[config.mk]
export PLATFORM = sky130hd
export DESIGN_NAME = cell_run_length_encoder_flat
export DESIGN_NICKNAME = d
export VERILOG_FILES = /design/src/crle_pkg.sv /design/src/crle_ifs.sv /design/src/crle_front.sv /design/src/crle_queue.sv /design/src/crle_back.sv /design/src/cell_run_length_encoder.sv /design/src/flat_wrapper.sv
export SDC_FILE = /design/constraint.sdc
export NUM_CORES = 1
export LEC_CHECK = 0
export BUFFER_PORTS_ARGS = -buffer_cell sky130_fd_sc_hd__buf_2
export CAP_MARGIN = 10
export CORE_MARGIN = 4
export CORE_UTILIZATION = 55
export CTS_BUF_LIST = sky130_fd_sc_hd__clkbuf_8
export DETAILED_ROUTE_END_ITERATION = 8
export PLACE_DENSITY = 0.81
export SLEW_MARGIN = 20
export SYNTH_ARGS = -nofsm -noshare
export SYNTH_HDL_FRONTEND = slang
export SYNTH_HIERARCHICAL = 1
export SYNTH_SLANG_ARGS = --single-unit
[constraint.sdc]
create_clock -name clk -period 21.3 [get_ports clk]
set_input_delay 1.065 -clock clk [delete_from_list [all_inputs] [get_ports clk]]
set_output_delay 1.065 -clock clk [all_outputs]
set_load 0.1 [all_outputs]
[src/crle_pkg.sv]
// Shared types and constants for the cell run-length encoder.
// Used by the front classifier, the command queue, the byte sequencer and the top.
package crle_pkg;

  localparam int CELL_BYTES = 9;
  localparam int NUM_SLOTS = 13;
  localparam int QUEUE_DEPTH = 2;
  localparam int QPTR_W = $clog2(QUEUE_DEPTH);
  localparam int QCNT_W = $clog2(QUEUE_DEPTH + 1);

  localparam int ADDR_W = 3;
  localparam int CFG_IDX_W = ADDR_W - 2;

  localparam logic [CFG_IDX_W-1:0] REG_PRESERVE = CFG_IDX_W'(0);
  localparam logic [CFG_IDX_W-1:0] REG_SOLID = CFG_IDX_W'(1);

  localparam logic [7:0] RUN_MARK = 8'd255;
  localparam logic [7:0] SOLID_FULL_MARK = 8'd253;

  localparam int F_TYPE = 0;
  localparam int F_FLOOR = 1;
  localparam int F_CEIL = 2;
  localparam int F_WALL_TEX = 3;
  localparam int F_FLOOR_TEX = 4;
  localparam int F_CEIL_TEX = 5;
  localparam int F_VDELTA = 6;
  localparam int F_UPPER_TEX = 7;
  localparam int F_TAG = 8;

  localparam int SLOT_PRE_MARK = 0;
  localparam int SLOT_PRE_COUNT = 1;
  localparam int SLOT_REC = 2;
  localparam int SLOT_POST_MARK = SLOT_REC + CELL_BYTES;
  localparam int SLOT_POST_COUNT = SLOT_POST_MARK + 1;

  typedef logic [CELL_BYTES-1:0][7:0] crle_cell_t;

  typedef struct packed {
    logic       preserve_solids;
    logic [7:0] solid_code;
  } crle_cfg_t;

  typedef struct packed {
    logic [NUM_SLOTS-1:0] mask;
    logic [7:0]           count;
    crle_cell_t           rec;
  } crle_cmd_t;

  typedef struct packed {
    logic      valid;
    crle_cmd_t cmd;
  } crle_push_t;

  typedef struct packed {
    logic      valid;
    crle_cmd_t cmd;
  } crle_head_t;

endpackage

[src/crle_ifs.sv]
// Stream interfaces for map cells in and coded bytes out.
// Depends on nothing; valid/ready handshake, a transfer when both are high.
interface crle_cell_if;
  logic       valid;
  logic       ready;
  logic [7:0] cell_type;
  logic [7:0] floor_height;
  logic [7:0] ceil_height;
  logic [7:0] wall_tex;
  logic [7:0] floor_tex;
  logic [7:0] ceil_tex;
  logic [7:0] vertex_delta;
  logic [7:0] upper_tex;
  logic [7:0] cell_tag;
  logic       end_of_stream;

  modport source (
    output valid, cell_type, floor_height, ceil_height, wall_tex, floor_tex,
           ceil_tex, vertex_delta, upper_tex, cell_tag, end_of_stream,
    input  ready
  );
  modport sink (
    input  valid, cell_type, floor_height, ceil_height, wall_tex, floor_tex,
           ceil_tex, vertex_delta, upper_tex, cell_tag, end_of_stream,
    output ready
  );
endinterface

interface crle_byte_if;
  logic       valid;
  logic       ready;
  logic [7:0] out_byte;
  logic       last_of_item;

  modport source (output valid, out_byte, last_of_item, input ready);
  modport sink (input valid, out_byte, last_of_item, output ready);
endinterface

[src/crle_front.sv]
// Front classifier: accepts cells, compares them with the previous cell and keeps the run count.
// Depends on crle_pkg and crle_cell_if; emits one byte-slot command per cell that gives output.
module crle_front (
  input  logic                clk,
  input  logic                rst,
  crle_cell_if.sink           cells,
  input  crle_pkg::crle_cfg_t cfg,
  input  logic                queue_full,
  output crle_pkg::crle_push_t push
);

  crle_pkg::crle_cell_t cur;
  crle_pkg::crle_cell_t prev;
  logic                 have_previous;
  logic [7:0]           run_count;
  logic [7:0]           run_count_next;
  logic [7:0]           run_inc;
  logic                 accept;
  logic                 solid;
  logic                 short_rec;
  logic                 match_short;
  logic                 match_full;
  logic                 same;
  logic                 post_flush;
  logic                 pre_flush;
  crle_pkg::crle_cmd_t  cmd;

  assign cur[crle_pkg::F_TYPE]      = cells.cell_type;
  assign cur[crle_pkg::F_FLOOR]     = cells.floor_height;
  assign cur[crle_pkg::F_CEIL]      = cells.ceil_height;
  assign cur[crle_pkg::F_WALL_TEX]  = cells.wall_tex;
  assign cur[crle_pkg::F_FLOOR_TEX] = cells.floor_tex;
  assign cur[crle_pkg::F_CEIL_TEX]  = cells.ceil_tex;
  assign cur[crle_pkg::F_VDELTA]    = cells.vertex_delta;
  assign cur[crle_pkg::F_UPPER_TEX] = cells.upper_tex;
  assign cur[crle_pkg::F_TAG]       = cells.cell_tag;

  assign cells.ready = !queue_full;
  assign accept = cells.valid && cells.ready;

  always_comb begin
    solid = (cur[crle_pkg::F_TYPE] == cfg.solid_code);
    short_rec = solid && !cfg.preserve_solids;
    match_short = have_previous
                  && (cur[crle_pkg::F_TYPE] == prev[crle_pkg::F_TYPE])
                  && (cur[crle_pkg::F_WALL_TEX] == prev[crle_pkg::F_WALL_TEX])
                  && (cur[crle_pkg::F_VDELTA] == prev[crle_pkg::F_VDELTA]);
    match_full = match_short && (cur == prev);
    same = short_rec ? match_short : match_full;
    run_inc = run_count + 8'd1;
    pre_flush = !same && (run_count != 8'd0);
    post_flush = same && ((run_inc == crle_pkg::RUN_MARK) || cells.end_of_stream);

    cmd.mask = '0;
    cmd.mask[crle_pkg::SLOT_PRE_MARK] = pre_flush;
    cmd.mask[crle_pkg::SLOT_PRE_COUNT] = pre_flush;
    for (int i = 0; i < crle_pkg::CELL_BYTES; i++) begin
      if (short_rec) begin
        cmd.mask[crle_pkg::SLOT_REC + i] = !same && ((i == crle_pkg::F_TYPE)
                                          || (i == crle_pkg::F_WALL_TEX)
                                          || (i == crle_pkg::F_VDELTA));
      end else begin
        cmd.mask[crle_pkg::SLOT_REC + i] = !same;
      end
    end
    cmd.mask[crle_pkg::SLOT_POST_MARK] = post_flush;
    cmd.mask[crle_pkg::SLOT_POST_COUNT] = post_flush;
    cmd.count = same ? run_inc : run_count;
    cmd.rec = cur;
    if (solid && !short_rec) begin
      cmd.rec[crle_pkg::F_TYPE] = crle_pkg::SOLID_FULL_MARK;
    end

    if (!same || post_flush) begin
      run_count_next = 8'd0;
    end else begin
      run_count_next = run_inc;
    end

    push.valid = accept && (cmd.mask != '0);
    push.cmd = cmd;
  end

  always_ff @(posedge clk) begin
    if (rst) begin
      have_previous <= 1'b0;
      run_count <= 8'd0;
      prev <= '0;
    end else if (accept) begin
      have_previous <= !cells.end_of_stream;
      run_count <= run_count_next;
      prev <= cur;
    end
  end

endmodule

[src/crle_queue.sv]
// Short command queue between the front classifier and the byte sequencer.
// Depends on crle_pkg; depth is crle_pkg::QUEUE_DEPTH.
module crle_queue (
  input  logic                 clk,
  input  logic                 rst,
  input  crle_pkg::crle_push_t push,
  output logic                 full,
  input  logic                 pop,
  output crle_pkg::crle_head_t head
);

  crle_pkg::crle_cmd_t              entries [crle_pkg::QUEUE_DEPTH];
  logic [crle_pkg::QPTR_W-1:0]      wr_ptr;
  logic [crle_pkg::QPTR_W-1:0]      rd_ptr;
  logic [crle_pkg::QCNT_W-1:0]      fill;
  logic                             do_push;
  logic                             do_pop;

  assign full = (fill == crle_pkg::QCNT_W'(crle_pkg::QUEUE_DEPTH));
  assign head.valid = (fill != '0);
  assign head.cmd = entries[rd_ptr];
  assign do_push = push.valid && !full;
  assign do_pop = pop && head.valid;

  always_ff @(posedge clk) begin
    if (do_push) begin
      entries[wr_ptr] <= push.cmd;
    end
  end

  always_ff @(posedge clk) begin
    if (rst) begin
      wr_ptr <= '0;
      rd_ptr <= '0;
      fill <= '0;
    end else begin
      if (do_push) begin
        wr_ptr <= (wr_ptr == crle_pkg::QPTR_W'(crle_pkg::QUEUE_DEPTH - 1))
                  ? '0 : wr_ptr + crle_pkg::QPTR_W'(1);
      end
      if (do_pop) begin
        rd_ptr <= (rd_ptr == crle_pkg::QPTR_W'(crle_pkg::QUEUE_DEPTH - 1))
                  ? '0 : rd_ptr + crle_pkg::QPTR_W'(1);
      end
      if (do_push && !do_pop) begin
        fill <= fill + crle_pkg::QCNT_W'(1);
      end else if (do_pop && !do_push) begin
        fill <= fill - crle_pkg::QCNT_W'(1);
      end
    end
  end

endmodule

[src/crle_back.sv]
// Byte sequencer: walks each command's enabled byte slots, one byte per cycle unless stalled.
// Depends on crle_pkg and crle_byte_if; the output register decouples it from the consumer.
module crle_back (
  input  logic                 clk,
  input  logic                 rst,
  input  crle_pkg::crle_head_t head,
  output logic                 pop,
  crle_byte_if.source          codes
);

  logic [crle_pkg::NUM_SLOTS-1:0] cur_mask;
  logic [crle_pkg::NUM_SLOTS-1:0] cur_mask_next;
  logic [crle_pkg::NUM_SLOTS-1:0] pick;
  logic [crle_pkg::NUM_SLOTS-1:0] rest;
  logic [7:0]                     cur_count;
  crle_pkg::crle_cell_t           cur_rec;
  logic [crle_pkg::NUM_SLOTS-1:0][7:0] slot_bytes;
  logic [7:0]                     sel_byte;
  logic                           emit;
  logic                           out_valid;
  logic [7:0]                     out_byte;
  logic                           out_last;

  always_comb begin
    slot_bytes[crle_pkg::SLOT_PRE_MARK] = crle_pkg::RUN_MARK;
    slot_bytes[crle_pkg::SLOT_PRE_COUNT] = cur_count;
    for (int i = 0; i < crle_pkg::CELL_BYTES; i++) begin
      slot_bytes[crle_pkg::SLOT_REC + i] = cur_rec[i];
    end
    slot_bytes[crle_pkg::SLOT_POST_MARK] = crle_pkg::RUN_MARK;
    slot_bytes[crle_pkg::SLOT_POST_COUNT] = cur_count;

    pick = cur_mask & (~cur_mask + crle_pkg::NUM_SLOTS'(1));
    rest = cur_mask & ~pick;
    sel_byte = 8'd0;
    for (int s = 0; s < crle_pkg::NUM_SLOTS; s++) begin
      if (pick[s]) begin
        sel_byte = sel_byte | slot_bytes[s];
      end
    end

    emit = (cur_mask != '0) && (!out_valid || codes.ready);
    pop = head.valid && ((cur_mask == '0) || (emit && (rest == '0)));

    if (pop) begin
      cur_mask_next = head.cmd.mask;
    end else if (emit) begin
      cur_mask_next = rest;
    end else begin
      cur_mask_next = cur_mask;
    end
  end

  always_ff @(posedge clk) begin
    if (pop) begin
      cur_count <= head.cmd.count;
      cur_rec <= head.cmd.rec;
    end
    if (emit) begin
      out_byte <= sel_byte;
      out_last <= (rest == '0);
    end
  end

  always_ff @(posedge clk) begin
    if (rst) begin
      cur_mask <= '0;
      out_valid <= 1'b0;
    end else begin
      cur_mask <= cur_mask_next;
      if (emit) begin
        out_valid <= 1'b1;
      end else if (codes.ready) begin
        out_valid <= 1'b0;
      end
    end
  end

  assign codes.valid = out_valid;
  assign codes.out_byte = out_byte;
  assign codes.last_of_item = out_last;

endmodule

[src/cell_run_length_encoder.sv]
// Top level of the cell run-length encoder with its configuration registers.
// Depends on crle_pkg, crle_ifs, crle_front, crle_queue and crle_back.
//
//   Port     Role          Contents
//   cells    stream in     one map cell per transfer, end_of_stream marks the last cell
//   codes    stream out    one coded byte per transfer, last_of_item on a cell's final byte
//   apb      configuration preserve_solids at 0x0, solid_code at 0x4
//
// A cell is taken while the command queue has room and yields 0 to 11 bytes. The output
// delivers one byte per cycle while the consumer is ready; cells that only extend a run
// give no bytes. The first byte passes the queue, the sequencer's command registers and
// the output register. Reset is synchronous and clears the run history and the queue.
// Each side stalls on its own through the queue and the output register.
module cell_run_length_encoder (
  input  logic                          clk,
  input  logic                          rst,
  crle_cell_if.sink                     cells,
  crle_byte_if.source                   codes,
  input  logic                          psel,
  input  logic                          penable,
  input  logic                          pwrite,
  input  logic [crle_pkg::ADDR_W-1:0]   paddr,
  input  logic [31:0]                   pwdata,
  output logic [31:0]                   prdata,
  output logic                          pready
);

  crle_pkg::crle_cfg_t             cfg;
  crle_pkg::crle_push_t            push;
  crle_pkg::crle_head_t            head;
  logic                            queue_full;
  logic                            pop;
  logic [crle_pkg::CFG_IDX_W-1:0]  reg_idx;

  assign pready = 1'b1;
  assign reg_idx = paddr[crle_pkg::ADDR_W-1:2];

  always_ff @(posedge clk) begin
    if (rst) begin
      cfg.preserve_solids <= 1'b0;
      cfg.solid_code <= 8'd0;
    end else if (psel && penable && pwrite) begin
      case (reg_idx)
        crle_pkg::REG_PRESERVE: cfg.preserve_solids <= pwdata[0];
        crle_pkg::REG_SOLID:    cfg.solid_code <= pwdata[7:0];
        default: begin
        end
      endcase
    end
  end

  always_comb begin
    case (reg_idx)
      crle_pkg::REG_PRESERVE: prdata = {31'd0, cfg.preserve_solids};
      crle_pkg::REG_SOLID:    prdata = {24'd0, cfg.solid_code};
      default:                prdata = 32'd0;
    endcase
  end

  crle_front u_front (
    .clk        (clk),
    .rst        (rst),
    .cells      (cells),
    .cfg        (cfg),
    .queue_full (queue_full),
    .push       (push)
  );

  crle_queue u_queue (
    .clk  (clk),
    .rst  (rst),
    .push (push),
    .full (queue_full),
    .pop  (pop),
    .head (head)
  );

  crle_back u_back (
    .clk   (clk),
    .rst   (rst),
    .head  (head),
    .pop   (pop),
    .codes (codes)
  );

endmodule
[src/flat_wrapper.sv]
// flat-port wrapper written by rule: the top's interface ports become plain ports
module cell_run_length_encoder_flat 
  (clk, rst, psel, penable, pwrite, paddr, pwdata, prdata, pready, cells_valid, cells_cell_type, cells_floor_height, cells_ceil_height, cells_wall_tex, cells_floor_tex, cells_ceil_tex, cells_vertex_delta, cells_upper_tex, cells_cell_tag, cells_end_of_stream, cells_ready, codes_valid, codes_out_byte, codes_last_of_item, codes_ready);
  crle_cell_if cells_i ();
  crle_byte_if codes_i ();
  input  logic clk;
  input  logic rst;
  input  logic psel;
  input  logic penable;
  input  logic pwrite;
  input  logic [crle_pkg::ADDR_W-1:0] paddr;
  input  logic [31:0] pwdata;
  output logic [31:0] prdata;
  output logic pready;
  input wire logic [$bits(cells_i.valid)-1:0] cells_valid;
  input wire logic [$bits(cells_i.cell_type)-1:0] cells_cell_type;
  input wire logic [$bits(cells_i.floor_height)-1:0] cells_floor_height;
  input wire logic [$bits(cells_i.ceil_height)-1:0] cells_ceil_height;
  input wire logic [$bits(cells_i.wall_tex)-1:0] cells_wall_tex;
  input wire logic [$bits(cells_i.floor_tex)-1:0] cells_floor_tex;
  input wire logic [$bits(cells_i.ceil_tex)-1:0] cells_ceil_tex;
  input wire logic [$bits(cells_i.vertex_delta)-1:0] cells_vertex_delta;
  input wire logic [$bits(cells_i.upper_tex)-1:0] cells_upper_tex;
  input wire logic [$bits(cells_i.cell_tag)-1:0] cells_cell_tag;
  input wire logic [$bits(cells_i.end_of_stream)-1:0] cells_end_of_stream;
  output wire logic [$bits(cells_i.ready)-1:0] cells_ready;
  output wire logic [$bits(codes_i.valid)-1:0] codes_valid;
  output wire logic [$bits(codes_i.out_byte)-1:0] codes_out_byte;
  output wire logic [$bits(codes_i.last_of_item)-1:0] codes_last_of_item;
  input wire logic [$bits(codes_i.ready)-1:0] codes_ready;
  assign cells_i.valid = cells_valid;
  assign cells_i.cell_type = cells_cell_type;
  assign cells_i.floor_height = cells_floor_height;
  assign cells_i.ceil_height = cells_ceil_height;
  assign cells_i.wall_tex = cells_wall_tex;
  assign cells_i.floor_tex = cells_floor_tex;
  assign cells_i.ceil_tex = cells_ceil_tex;
  assign cells_i.vertex_delta = cells_vertex_delta;
  assign cells_i.upper_tex = cells_upper_tex;
  assign cells_i.cell_tag = cells_cell_tag;
  assign cells_i.end_of_stream = cells_end_of_stream;
  assign cells_ready = cells_i.ready;
  assign codes_valid = codes_i.valid;
  assign codes_out_byte = codes_i.out_byte;
  assign codes_last_of_item = codes_i.last_of_item;
  assign codes_i.ready = codes_ready;
  cell_run_length_encoder u_core (.clk(clk), .rst(rst), .cells(cells_i), .codes(codes_i), .psel(psel), .penable(penable), .pwrite(pwrite), .paddr(paddr), .pwdata(pwdata), .prdata(prdata), .pready(pready));
endmodule
==> results.py, run 1 <==
metrics = {
    "pwr": {
        "leakage_nw": 6.35,
        "power.total_w": 0.00248,
        "power_density_mw_per_mm2": 139,
        "irDropWorstVdd_mv": 0.109,
    },
    "timing": {
        "relSlewSlack_pct": 30.4,
        "hold_slack_ns": 0.466,
        "slew_violations": 0,
        "rsz0062_at_grt": "no",
        "post-route-period-util_pct": 21.6,
        "finalSetupViolations": 0,
        "fmaxAchievable_mhz": 217,
        "fin_crit_ns": 4.60,
        "hold_viol": 0,
        "setup_tns_ns": 0,
        "clock_skew_ns": 0.0443,
        "worst_pin_slew_ns": 1.04,
        "setup_slack_ns": 16.70,
    },
    "logic_synthesis": {
        "syn_avg_cell_area_um2": 12.7,
        "synth_most_common_cell": "edfxtp_1",
        "netlist_top_cells_count": "edfxtp_1, nand2_1, dfxtp_1",
        "synthSimpleGateAreaFrac_pct": 10.3,
        "synth.area.top_cells": "edfxtp_1, dfxtp_1, mux2_2",
        "synth-async-reset-ratio_pct": 0,
        "muxShareOfSynthArea_pct": 7.03,
        "synth_top_area_cell": "edfxtp_1",
        "synth_top_family_by_area": "simple AND/OR/NAND/NOR gates",
        "synth_edf_count": 275,
        "ys_seq_elements": 384,
        "ys.warnings.count": 6,
        "synthFlopType": "edfxtp_1",
        "synthXorXnorAreaFrac_pct": 4.93,
        "synthCells": 1303,
        "syn_area_mm2": 0.0165,
        "ys_seq_area_share_pct": 63.2,
        "synth.top_cell.area_share_pct": 50.0,
        "synth-adder-area-share_pct": 0.364,
        "synth_cell_types": 68,
        "synth_compound_area_share_pct": 7.31,
    },
    "detailed_routing": {
        "routedWlPerCell_um": 20.1,
        "drt_pass1_iterations": 5,
        "routed_wl_um": 35600,
        "drc_errors": 0,
        "routed-via-count": 9989,
        "drtIter0Drc": 824,
        "routed_via_density": 5.63,
        "antenna_left": 0,
    },
    "placed_design": {
        "portBuffers": 107,
        "place_congestion": 0.910,
        "place_worst_setup_slack_ns": 16.42,
        "hpwl_um": 23600,
    },
    "global_route": {
        "grt_pass1_vias": 9987,
        "grt_max_degree": 88,
        "grt_overflow_total": 0,
        "track_usage_pct": 21.3,
        "antenna_found_initial": 5,
        "grt_first_pass_wirelength_um": 55300,
    },
    "floorplan": {
        "core_area_mm2": 0.0296,
        "num_io_pins": 159,
        "die_y_um": 181,
        "rows": 63,
        "dieArea_mm2": 0.0329,
        "initial_utilization_pct": 55.7,
        "dieWidth_um": 181,
    },
    "run_status": {
        "status": "finished clean",
    },
    "clock_network": {
        "cts_resized": 0,
        "hold_buffers": 0,
        "cts_setup_buffers": 0,
        "cts_buffers": 56,
        "cts_tree": "yes",
        "clock_latency_ns": 0.62,
        "cts.reportedPaths.clkPinSlew_ns": 0.06,
        "cts_num_sinks": 384,
        "clockBufferDepth": 3,
        "clock-root-buffer": "clkbuf_8",
        "cts.htree.levels": 2,
    },
    "flow_run": {
        "maxCapViolCount": 0,
    },
    "setup_path": {
        "cp-end-kind": "flop",
        "r2r_setup_slack_ns": 16.70,
        "arrival_ns": 5.11,
        "cp.required_ns": 21.81,
        "critPathKind": "reg2reg",
        "worstSetupStartpointType": "flop",
        "rr_endpoint": "u_core/u_queue/fill[1]",
        "r2r-start": "u_core/u_back/cur_mask[6]",
        "r2r_cells": 11,
        "cp_max_fo": 81,
    },
    "worst_hold_path": {
        "holdCritStartpoint": "u_core/u_front/prev[9]",
        "holdPathEnd": "u_core/u_front/prev[9]",
        "hold_path_class": "reg2reg",
        "hold_depth": 2,
    },
    "layout": {
        "fill_cells": 2272,
        "area_growth_pct": 8.04,
        "final_nets": 1454,
        "drive_above_1_share_pct": 23.6,
    },
}
-- metal layers --
layer	share of wire (%)	track usage (%)
met4	2.9	6.60
met1	40	28.5
met3	8.5	4.77
met2	49	34.9
met5	0.13	0
-- power breakdown --
part,internal [W],switching [W]
combinational,0.000205,0.000504
clock,0.000337,0.000279
sequential,0.00105,0.0000984
-- layout make-up --
type / count / area, um2 / share of cell area [%]
Clock buffer: 67 / 922 / 5.17
Multi-Input combinational cell: 768 / 5050 / 28.3
Inverter: 10 / 38.8 / 0.217
Timing Repair Buffer: 115 / 606 / 3.40
Sequential cell: 384 / 10400 / 58.6
Tap cell: 390 / 488 / 2.74
Antenna cell: 1 / 2.50 / 0.0140
Clock inverter: 39 / 289 / 1.62
-- kinds of logic (layout without fill, tap and decap cells) --
| group | after synthesis | count (layout) |
|---|---|---|
| adders and majority gates | 5 | 5 |
| AOI/OAI and AO/OA | 188 | 188 |
| DFF | 384 | 384 |
| buffers and inverters | 174 | 231 |
| and+or+nand+nor | 353 | 353 |
| xor gates and xnor gates | 93 | 93 |
| other | 2 | 26 |
| muxes | 104 | 104 |
-- through the flow --
stage	instance area [um2]	instances	utilization, %
6_report	17800	1774	60.2
5_1_grt	17800	1774	60.2
4_1_cts	17800	1773	60.1
3_5_place_dp	16600	1667	56.1
3_3_place_gp	16600	1667	56.1
2_1_floorplan	16600	1326	-
-- flip-flops by register name (all words and copies together), names as in the netlist, named ones only --
signal	flops
u_core/u_back/codes.last_of_item	1
u_core/u_back/cur_rec	72
u_core/u_back/cur_count	8
u_core/u_back/cur_mask	13
u_core/u_queue/fill	2
u_core/u_front/have_previous	1
u_core/u_back/codes.valid	1
u_core/u_back/codes.out_byte	8
u_core/u_queue/entries	186
u_core/cfg	9
u_core/u_front/run_count	8
u_core/u_queue/wr_ptr	1
u_core/u_front/prev	72
u_core/u_queue/rd_ptr	1
-- cells in the final DEF (no fill, tap or decap), drive strengths merged, types with 5 or more instances in the layout --
cell type | Yosys | routed
a211oi | 5 | 5
a21oi | 97 | 97
a22oi | 11 | 11
a31oi | 7 | 7
and2 | 10 | 10
buf | 124 | 115
clkbuf | 40 | 67
clkinv | 0 | 17
conb | 2 | 25
dfxtp | 109 | 109
edfxtp | 275 | 275
inv | 10 | 28
mux2 | 95 | 95
mux2i | 9 | 9
nand2 | 191 | 191
nand2b | 26 | 26
nand3 | 18 | 18
nand4 | 15 | 15
nor2 | 20 | 20
nor2b | 14 | 14
nor3 | 15 | 15
nor3b | 5 | 5
nor4 | 20 | 20
o211ai | 12 | 12
o21ai | 26 | 26
or2 | 5 | 5
xnor2 | 25 | 25
xor2 | 68 | 68
-- worst max path at each step --
stage          cells past startpoint                             to                 startpoint
5_1_grt                           11         u_core/u_queue/fill[1]  u_core/u_back/cur_mask[6]
3_3_place_gp                      10  u_core/u_queue/entries[0][40]      cells_vertex_delta[4]
6_report                          11         u_core/u_queue/fill[1]  u_core/u_back/cur_mask[6]
4_1_cts                           11         u_core/u_queue/fill[1]  u_core/u_back/cur_mask[6]
2_1_floorplan                     12         u_core/u_queue/fill[1]  u_core/u_back/cur_mask[0]
3_5_place_dp                      10  u_core/u_queue/entries[0][52]      cells_vertex_delta[4]
-- worst max-delay path: stages (launching register included) --
cell      delay (ns)
dfxtp_1         0.57
or4_1           0.76
nor4_4          0.47
a211oi_2        0.19
a211oi_4        0.26
a21oi_2         0.27
nor2b_4         0.17
buf_6           0.59
o21ai_0         0.31
ha_1            0.40
or3_1           0.36
a21oi_1         0.16
Note: power is estimated with default switching activity, not from simulation.
==> inputs of run 2 (changes only) <==
Clock period 21.3 ns to 4.51 ns, I/O delays scaled along.
==> run 2 against run 1 <==
Net effect:
- non-clock buffer count grew 91
- final area rose by 4.7%
- sequential power grew to 4.7 times the previous value
- register-to-register slack got worse by 16 ns
- sequential share of layout area fell by 2.6 points
- flip-flop and latch count is the same
- final cell count rose by 5.5%
- die area is the same
- global-route usage increased by 1.3 points
- first-iteration DRC count decreased by 1.6%
- total power rose to 4.7 times the previous value
- critical path type unchanged
==> results.py, run 2 (synthesis gave the netlist of run 1 again) <==
metrics = {
    "layout": {
        "post-route-util_pct": 63.0,
        "regMostFlops": "u_core/u_queue/entries",
        "layout.cells.most_common": "edfxtp_1",
        "final_nets": 1548,
        "largest_reg_flops": 186,
        "stdcell_area_mm2": 0.0187,
        "fill_cells": 2104,
        "area_growth_pct": 13.1,
        "drive_above_1_share_pct": 22.1,
        "top_regs": "u_core/u_queue/entries (186), u_core/u_back/cur_rec (72), u_core/u_front/prev (72)",
        "layout_common_cells": "edfxtp_1, nand2_1, dfxtp_1, buf_2",
    },
    "detailed_routing": {
        "antenna_left": 0,
        "routed-via-count": 10600,
        "routed_via_density": 5.65,
        "drc_errors": 0,
        "drt_pass1_iterations": 5,
        "routedWlPerCell_um": 20.4,
        "routed_wl_um": 38100,
        "drtIter0Drc": 811,
    },
    "timing": {
        "worst_pin_slew_ns": 1.06,
        "clock_skew_ns": 0.0318,
        "fin_crit_ns": 4.03,
        "slew_violations": 0,
        "setup_tns_ns": 0,
        "finalSetupViolations": 0,
        "hold_viol": 0,
        "fmaxAchievable_mhz": 248,
        "relSlewSlack_pct": 29.0,
        "rsz0062_at_grt": "no",
        "post-route-period-util_pct": 89.5,
        "hold_slack_ns": 0.187,
    },
    "setup_path": {
        "cp_cell_sequence": "or4_1 -> nor4_4 -> a211oi_2 -> a211oi_4 -> a21oi_2 -> nor2b_4 -> o21ai_0 -> ha_1 -> or3_1 -> a21oi_1",
        "worstSetupStartpointType": "flop",
        "critPathKind": "reg2reg",
        "cp.required_ns": 5.02,
        "max_stage_delay_ns": 0.71,
        "cp-end-kind": "flop",
        "path_buf_inv": 0,
        "cpLargestDelayFamily": "simple AND/OR/NAND/NOR gates",
        "cp_max_fo": 15,
        "arrival_ns": 4.55,
        "slowest_stage": "or4_1",
    },
    "clock_network": {
        "cts_buffers": 59,
        "clockBufferDepth": 3,
        "cts_num_sinks": 384,
        "cts_setup_buffers": 0,
        "hold_buffers": 82,
        "cts.htree.levels": 2,
        "cts.reportedPaths.clkPinSlew_ns": 0.06,
        "clock_latency_ns": 0.62,
        "clock-root-buffer": "clkbuf_8",
        "cts_resized": 0,
        "cts_tree": "yes",
    },
    "placed_design": {
        "portBuffers": 107,
        "place_congestion": 0.925,
        "hpwl_um": 24200,
        "placed_area_mm2": 0.0167,
    },
    "floorplan": {
        "initial_utilization_pct": 55.7,
        "die_y_um": 181,
        "dieWidth_um": 181,
        "rows": 63,
        "dieArea_mm2": 0.0329,
        "core_area_mm2": 0.0296,
        "num_io_pins": 159,
    },
    "pwr": {
        "switching_share_pct": 36.3,
        "power_frac_comb_pct": 30.4,
        "leakage_nw": 6.73,
        "power.clock.fraction_pct": 23.2,
        "pwr-share-seq_pct": 46.4,
        "intPower_w": 0.00740,
        "switching_power_w": 0.00422,
        "power_density_mw_per_mm2": 622,
        "irDropWorstVdd_mv": 0.413,
    },
    "global_route": {
        "grt_pass1_vias": 10500,
        "grt_use_met2_pct": 38.3,
        "grt_max_degree": 86,
        "track_usage_pct": 22.6,
        "grt-busiest-layer": "met2",
        "grt_overflow_total": 0,
        "use_met1_pct": 30.0,
        "grtUsageMet3_pct": 3.76,
        "antenna_found_initial": 3,
        "grt_first_pass_wirelength_um": 58900,
    },
    "worst_hold_path": {
        "hold_path_class": "in2reg",
    },
    "run_status": {
        "status": "finished clean",
    },
    "flow_run": {
        "maxCapViolCount": 0,
    },
}
## run 2: changes by cell type in the layout (fill, tap and decap cells not counted), sizes merged
| cell | previous run | this run |
|---|---|---|
| clkinvlp | 0 | 2 |
| diode | 1 | 2 |
| clkbuf | 67 | 64 |
| dlygate4sd3 | 0 | 82 |
| clkinv | 17 | 16 |
| inv | 28 | 38 |
| bufinv | 4 | 1 |
| buf | 115 | 124 |
## run 2: worst min-delay path, stage by stage
cell and delay [ns]:
buf_2 0.11, nor2b_4 0.24, nand2_1 0.12, a21oi_1 0.05
## run 2: layout make-up
cell class,instances,area [um2],share of cell area [%]
Sequential cell,384,10400,55.9
Multi-Input combinational cell,768,5050,27.0
Timing Repair Buffer,206,1540,8.23
Clock buffer,64,881,4.72
Tap cell,390,488,2.61
Clock inverter,47,238,1.27
Inverter,10,41.3,0.221
Antenna cell,2,5.00,0.0268
## run 2: path summary, 6_finish.rpt
kind	from	to	slack (ns)	cells after the start
max	u_core/u_back/cur_mask[2]	u_core/u_queue/fill[1]	0.48	10
min	cells_valid	u_core/u_front/prev[23]	0.19	4
max reg2reg	u_core/u_back/cur_mask[2]	u_core/u_queue/fill[1]	0.48	10
min reg2reg	u_core/u_front/prev[49]	u_core/u_front/prev[49]	0.47	2
## run 2: routing by layer
| layer | up-vias | share of wire, % |
|---|---|---|
| met5 | - | 0.034 |
| met4 | 2 | 2.9 |
| met3 | 86 | 6.8 |
| met2 | 509 | 50 |
| met1 | 5138 | 40 |
| li1 | 4829 | - |
## run 2: power groups by stage
stage,registers (W),logic [W],clock network (W)
5_1_grt,0.00545,0.00374,0.00293
3_3_place_gp,0.00540,0.00332,0
6_report,0.00539,0.00353,0.00270
3_5_place_dp,0.00545,0.00340,0
2_1_floorplan,0.00557,0.00232,0
4_1_cts,0.00538,0.00347,0.00275
## run 2: through the flow
stage	worst slack (ns)	total power [W]	std cells
final	0.475	0.0116	1871
after global placement	0.644	0.00873	1676
after global routing	0.220	0.0121	1871
after CTS	0.509	0.0116	1869
after detailed placement	0.517	0.00885	1676
after floorplan	0.135	0.00789	1326
==> inputs of run 3 (changes only) <==
Settings changed: REMOVE_ABC_BUFFERS from default to 1.
==> run 3 against run 2 <==
Net effect:
- combinational power decreased by 5%
- largest power group unchanged
- critical path depth unchanged
- first-iteration DRC count decreased by 7.4%
==> results.py, run 3 (synthesis gave the netlist of run 1 again) <==
metrics = {
    "floorplan": {
        "dieWidth_um": 181,
        "num_io_pins": 159,
        "die_y_um": 181,
        "core_area_mm2": 0.0296,
        "rows": 63,
        "dieArea_mm2": 0.0329,
        "initial_utilization_pct": 55.7,
    },
    "pwr": {
        "power.clock.fraction_pct": 23.9,
        "power_frac_comb_pct": 28.8,
        "switching_share_pct": 35.7,
        "switching_power_w": 0.00417,
        "power_density_mw_per_mm2": 623,
        "pwr-share-seq_pct": 47.4,
        "leakage_nw": 6.73,
        "irDropWorstVdd_mv": 0.314,
        "intPower_w": 0.00750,
    },
    "detailed_routing": {
        "drt_pass1_iterations": 5,
        "antenna_left": 0,
        "routed_wl_um": 36000,
        "routed-via-count": 10300,
        "routedWlPerCell_um": 19.2,
        "drtIter0Drc": 751,
        "drc_errors": 0,
        "routed_via_density": 5.52,
    },
    "clock_network": {
        "clock_latency_ns": 0.60,
        "clockBufferDepth": 3,
        "cts.htree.levels": 2,
        "cts_num_sinks": 384,
        "cts_resized": 0,
        "cts_tree": "yes",
        "cts_setup_buffers": 0,
        "cts.reportedPaths.clkPinSlew_ns": 0.06,
        "clock-root-buffer": "clkbuf_8",
        "cts_buffers": 59,
    },
    "setup_path": {
        "cp.required_ns": 5.02,
        "slowest_stage": "or4_1",
        "cp_max_fo": 15,
        "worstSetupStartpointType": "flop",
        "arrival_ns": 4.20,
        "max_stage_delay_ns": 0.73,
        "critPathKind": "reg2reg",
        "cp_cell_sequence": "or4_1 -> nor4_4 -> a211oi_2 -> a211oi_4 -> a21oi_2 -> nor2b_4 -> o21ai_0 -> ha_1 -> or3_1 -> a21oi_1",
        "cp-end-kind": "flop",
    },
    "timing": {
        "fin_crit_ns": 3.69,
        "relSlewSlack_pct": 31.9,
        "hold_viol": 0,
        "post-route-period-util_pct": 81.9,
        "clock_skew_ns": 0.0348,
        "fmaxAchievable_mhz": 271,
        "worst_pin_slew_ns": 1.02,
        "finalSetupViolations": 0,
        "slew_violations": 0,
        "setup_tns_ns": 0,
        "rsz0062_at_grt": "no",
    },
    "layout": {
        "area_growth_pct": 13.4,
        "regMostFlops": "u_core/u_queue/entries",
        "drive_above_1_share_pct": 22.4,
        "largest_reg_flops": 186,
        "layout_common_cells": "edfxtp_1, nand2_1, dfxtp_1, buf_2",
        "fill_cells": 2145,
        "stdcell_area_mm2": 0.0187,
        "final_cells": 1868,
        "layout.cells.most_common": "edfxtp_1",
        "final_nets": 1545,
        "top_regs": "u_core/u_queue/entries (186), u_core/u_back/cur_rec (72), u_core/u_front/prev (72)",
        "post-route-util_pct": 63.2,
    },
    "placed_design": {
        "placed_area_mm2": 0.0167,
        "placed_cells": 1672,
        "place_congestion": 0.938,
        "hpwl_um": 22800,
        "portBuffers": 107,
    },
    "global_route": {
        "track_usage_pct": 21.5,
        "grt_pass1_vias": 10400,
        "grt_overflow_total": 0,
        "grt_first_pass_wirelength_um": 56600,
        "grt_max_degree": 86,
        "antenna_found_initial": 1,
    },
    "flow_run": {
        "maxCapViolCount": 0,
    },
    "run_status": {
        "status": "finished clean",
    },
    "worst_hold_path": {
        "hold_path_class": "in2reg",
    },
}
## run 3: cell count changes in the layout (fill, tap and decap cells not counted), sizes merged, moves of 2 or more
cell    delta
buf        -3
clkinv     +3
clkbuf     +2
inv        -6
## run 3: metal layers
layer | track usage [%] | vias up | wire length [um]
met2 | 35.3 | 397 | 17500
met4 | 6.66 | 2 | 962
li1 | - | 4817 | -
met1 | 29.3 | 5032 | 15200
met3 | 4.19 | 72 | 2370
met5 | 0 | - | 11
## run 3: what timing repair did
action                                  in CTS  in global routing
endpoints found under the setup margin       0                  0
hold endpoints to repair                   223                  0
hold buffers                                82                  0
## run 3: worst max-delay path, delay by kind of cell (launching register included)
kind | cells | cell delay (ns)
adders and majority gates | 1 | 0.36
and+or+nand+nor | 4 | 1.79
AOI/OAI and AO/OA | 5 | 0.96
DFF | 1 | 0.51
## run 3: final timing paths
path	startpoint	to	slack (ns)	depth (start not counted)
setup / recovery	u_core/u_back/cur_mask[2]	u_core/u_queue/fill[1]	0.82	10
hold / removal	rst	u_core/u_front/prev[53]	0.08	2
setup reg to reg	u_core/u_back/cur_mask[2]	u_core/u_queue/fill[1]	0.82	10
hold reg to reg	u_core/u_front/prev[39]	u_core/u_front/prev[39]	0.47	2
## run 3: cell type report
class | instances | area [um2] | share of cell area [%]
flip-flops and latches | 384 | 10400 | 55.8
repair buffers | 203 | 1530 | 8.15
well taps | 390 | 488 | 2.61
inverters | 10 | 38.8 | 0.207
clock buffers | 66 | 908 | 4.85
multi-input cells | 768 | 5050 | 27.0
clock inverters | 46 | 264 | 1.41
diodes | 1 | 2.50 | 0.0134
## run 3: per-stage QoR
| step | hold WS [ns] | power [W] | worst slack [ns] |
|---|---|---|---|
| floorplan | 0.295 | 0.00767 | -2.93 |
| global placement | 0.453 | 0.00875 | 0.915 |
| detailed placement | 0.456 | 0.00884 | 0.851 |
| CTS | 0.0573 | 0.0117 | 0.835 |
| global route | 0.0862 | 0.0122 | 0.556 |
| finish | 0.0845 | 0.0117 | 0.816 |
## run 3: power by group through the flow
| stage | clock network (W) | registers [W] | logic [W] |
|---|---|---|---|
| 2_1_floorplan | 0 | 0.00573 | 0.00195 |
| 3_3_place_gp | 0 | 0.00555 | 0.00320 |
| 3_5_place_dp | 0 | 0.00558 | 0.00326 |
| 4_1_cts | 0.00285 | 0.00552 | 0.00333 |
| 5_1_grt | 0.00303 | 0.00559 | 0.00360 |
| 6_report | 0.00278 | 0.00553 | 0.00336 |
